### config.mk
export PLATFORM = sky130hd
export DESIGN_NAME = ssc_ram
export DESIGN_NICKNAME = d
export VERILOG_FILES = /design/src/sv/ssc_ram.sv
export SDC_FILE = /design/constraint.sdc
export NUM_CORES = 1
export LEC_CHECK = 0
export ABC_CLOCK_PERIOD_IN_PS = 1900
export BUFFER_PORTS_ARGS = -buffer_cell sky130_fd_sc_hd__buf_2
export CAP_MARGIN = 20
export CORE_MARGIN = 4
export CORE_UTILIZATION = 34
export DETAILED_ROUTE_END_ITERATION = 12
export SYNTH_ARGS = -nofsm -noshare
export SYNTH_HDL_FRONTEND = slang
export SYNTH_SLANG_ARGS = --single-unit
### constraint.sdc
create_clock -name clk -period 1.9 [get_ports clk]
set_input_delay 0.095 -clock clk [delete_from_list [all_inputs] [get_ports clk]]
set_output_delay 0.095 -clock clk [all_outputs]
set_load 0.1 [all_outputs]
### src/sv/ssc_ram.sv
// Generic single-port-write, single-port-read RAM with a registered read.
// No dependencies.
module ssc_ram #(
  parameter int WIDTH = 8,
  parameter int DEPTH = 16
) (
  input  logic                     clk,
  input  logic                     we,
  input  logic [$clog2(DEPTH)-1:0] waddr,
  input  logic [WIDTH-1:0]         wdata,
  input  logic [$clog2(DEPTH)-1:0] raddr,
  output logic [WIDTH-1:0]         rdata
);

  logic [WIDTH-1:0] mem [DEPTH];

  always_ff @(posedge clk) begin
    if (we) begin
      mem[waddr] <= wdata;
    end
    rdata <= mem[raddr];
  end

endmodule

Word level (Yosys, flattened, before mapping)
Memories as Yosys holds them, arrays and structs flattened. A register that Yosys moved wholly into a read port is not among the register bits.
Cells that the tools add are included.
{"block": "totals", "ff_bits": 0, "latch_bits": 0, "ramBits": 128, "rom_bits": 0, "input_bits": 18, "out_inout_bits": 8, "wordCells": 3, "memories": 1}
{"block": "classes", "n_addsub": 0, "n_mul": 0, "div": 0, "magnitude_cmp": 0, "n_eq_ne": 0, "shifts": 0, "mux": 2, "bitwise": 0, "reduce_logical": 0}
{"name": "mem", "words": 16, "word_bits": 8, "rd": 1, "rd_ports_with_merged_regs": 1, "write_ports": 1, "line_no": "15", "source": "logic [WIDTH-1:0] mem [DEPTH];"}
{"cell": "1-bit two-way mux", "count": 2}

Depth between registers and ports, before layout
{"block": "logic_depth", "ltp_word": 2, "ltp_mapped": 5, "ltp_nobuf": 3}

Least setup slack after synthesis
Ideal clock, no wire load.
{"block": "synth_timing", "path_type": "input-to-reg", "startpoint": "input waddr[2]", "endpoint": "memory mem[0][0] (enable)", "setup_ps": 383, "arrival_ps": 1205, "t_required_ps": 1517, "setup_slack_ps": 312, "stages": 2, "n_path_buf": 0, "path_cell_list": "or3b_2 nor3_1"}
{"element": "from (decl)", "line_no": "9", "source": "input logic [$clog2(DEPTH)-1:0] waddr,"}
{"element": "to (decl)", "line_no": "15"}
No word-level cell before the write port.

==> impl_results.md <==
- Status: complete, no violations
- Final WS setup: between 0.4 and 0.5 ns
- Post-synth top cells: edfxtp_1 (128), mux4_2 (18), a22oi_1 (16), mux4_1 (14), nor2_1 (13)
- CP max FO: 1
- Post-synth top area share: 0.747
- Mapped Cells: 229
- Final slew viol count: 0
- Hold_sp: wdata[4]
- Global Route Usage Sum: 0.126
- Top layer in use: met4
- Slew HR: 0.633
- Num Clock Sinks: 136
- Skew-Pair Late Insertion Delay: 0.41 ns
- Hold Path End: mem[5][4]
- Unrepaired setup endpoints after global routing: false
- Clk Tree Root Cell: clkbuf_16
- Worst Setup Start Kind: register
- Number of synthesized flops with an enable pin: 128
- Max VDD drop: 0.594 mV
- Worst hold path depth: 1
- Final instance area: a little over 6000 um^2
- Routed WL per cell: 20.6 um
- Max frequency: 0.700 GHz
- Max-cap viol count: 0
- CTS tree: done
- Syn avg cell area: approximately 22 um^2
- Antenna-violating nets left: 0
- Die H: between 100 and 150 um
- Routed via count: 2418
- Vias in the first global route: 2473
- CTS buffer count: 17
- Detailed placement HPWL: 6310 um
- Clk pin slew, worst setup/hold paths: 0.05 ns
- Worst-case reg-to-reg path depth: 3
- Ys async rst share: 0
- Chip width: 131 um
- Final RePlAce weighted congestion: approximately 0.7
- Critical R2R Launch: mem[1][3]
- Vias per cell: 5.04
- Critical path type: register to register
- Area of the die: 17200 um^2
- Initial drt markers: 164
- Routed wire length on met3: 480 um
- Power Density: 1110 nW/um^2
- H-tree depth reported by CTS: 4
- Top_reg_cell synth: edfxtp_1
- Post-synth top area cell: edfxtp_1
- Seq cells post-synth: 136
- Sw Ratio: 0.212
- Seq/Total Area, Yosys: 0.778
- Placed Area: 5590 um^2
- Internal power: roughly 5400 uW
- CP arrival: 1.72 ns
- Combinational fraction of design power: 0.067
- Setup Viol. Count Final: 0
- Yosys cell types: 19
- Final Skew: 0.0103 ns
- First-pass GRT wire length: 15200 um
- Wire length on met2: 4650 um
- R2r setup slk: between 0.4 and 0.5 ns
- WP data required: 2.19 ns
- Slew @ Worst Pin: 0.549 ns
- Num rows: 44
- Drt pass-1 iters: 4
- Cell with the most instances after synthesis: edfxtp_1
- Final period util: 0.752
- Leak: 0.00207 uW
- Syn_nets: ~250
- NetSw: roughly 1400 uW
- Met1 Wirelength: 4610 um
- Synth area leaders: edfxtp_1 (75%), mux4_2 (7.9%), mux4_1 (7.1%)
- Hold Path Class: primary input to register
- Residual DRC: 0
- Bufs on Longest Clock Path: 2
- Hold Fails Final Rpt: 0
- Core box area: roughly 15000 um^2
- Reg power frac: 0.498
- Setup_tns: 0 ns
- Largest net degree at the start of global routing: 33
- Drt total wl: 9880 um
- Synth Cell Area: between 5000 and 6000 um^2
- Clock Power Share: 0.435
- PortBufs: 25
- I/O Pins: 26
- Grt ovf: 0
- Setup Fix Bufs, Post-CTS: 0
- Syn. warnings: 0
- Post-CTS Resized: 0
- Layout Nets: 301
- Starting density of the core: 0.350
- End of the worst register-to-register path: rdata[3]
- Antenna cell count: 0
- Area growth, synth to finish: 19.0%
- Fraction of layout cells with a size suffix above 1: 0.297
- Worst Setup End Kind: register
- Initial antenna violation count: 0
- Minimum clock period: 1.43 ns
- Place WS: 0.347 ns
- Post-CTS Hold Buffers: 0
==> per-stage QoR <==
stage               hold slack (ns)   util  total power [uW]  cells
floorplan                     0.194      -              3750    229
global placement              0.491  0.380              3890    448
detailed placement            0.498  0.380              3900    448
CTS                          0.0474  0.417              6870    480
global route                 0.0731  0.417              7030    480
finish                       0.0686  0.417              6790    480
==> area by class of cell <==
| type | instances | area, um^2 |
|---|---|---|
| clock inverters | 5 | 50.0 |
| flip-flops and latches | 136 | 4000 |
| clock buffers | 27 | 483 |
| multi-input cells | 83 | 1060 |
| repair buffers | 45 | 300 |
| well taps | 184 | 230 |
| fillers | 1250 | 8570 |
==> flip-flops by register name, summed over array words and instances, names as in the netlist <==
| name | count |
|---|---|
| mem | 128 |
| rdata | 8 |
==> cells by family after synthesis <==
| logic type | count (synthesis) | synth area share |
|---|---|---|
| buf+inv | 10 | 0.0168 |
| mux | 32 | 0.150 |
| simple gates | 35 | 0.0318 |
| flops | 136 | 0.778 |
| compound gates | 16 | 0.0233 |
==> power groups by stage <==
stage | clock, uW | sequential (uW) | combinational (uW)
2_1_floorplan | 0 | 3580 | 170
3_3_place_gp | 0 | 3440 | 454
3_5_place_dp | 0 | 3440 | 460
4_1_cts | 3030 | 3380 | 461
5_1_grt | 3160 | 3380 | 484
6_report | 2960 | 3380 | 455
==> routing by layer <==
| metal | track usage | vias to the layer above |
|---|---|---|
| met5 | 0 | - |
| met4 | 0.0490 | 0 |
| met3 | 0.0419 | 13 |
| met2 | 0.187 | 59 |
| met1 | 0.172 | 1264 |
| li1 | - | 1082 |
==> layout by cell type (no fill, tap or decap), drive strengths merged <==
master / n
mux4: 32
clkbuf: 27
dfxtp: 8
and2b: 1
nor2: 13
or3b: 1
bufinv: 1
buf: 45
edfxtp: 128
a22oi: 16
nand3b: 2
and2: 1
nand2b: 2
nand2: 9
nor3: 4
nand3: 1
clkinv: 4
nor2b: 1
==> critical path, cell delays in order (launching register included) <==
cell	delay, ns
edfxtp_1	0.35
mux4_1	0.52
a22oi_1	0.34
nand2_1	0.10
==> how the worst max path moves through the flow <==
| stage | from | end | slack [ns] | cells after the start |
|---|---|---|---|---|
| after floorplan | waddr[2] | mem[0][0] | 0.31 | 2 |
| after global placement | raddr[0] | rdata[5] | 0.33 | 5 |
| after detailed placement | raddr[0] | rdata[3] | 0.35 | 5 |
| after CTS | mem[2][0] | rdata[0] | 0.48 | 3 |
| after global routing | mem[2][0] | rdata[0] | 0.41 | 3 |
| final | mem[1][3] | rdata[3] | 0.47 | 3 |
Power figures use the tool's default switching activity.
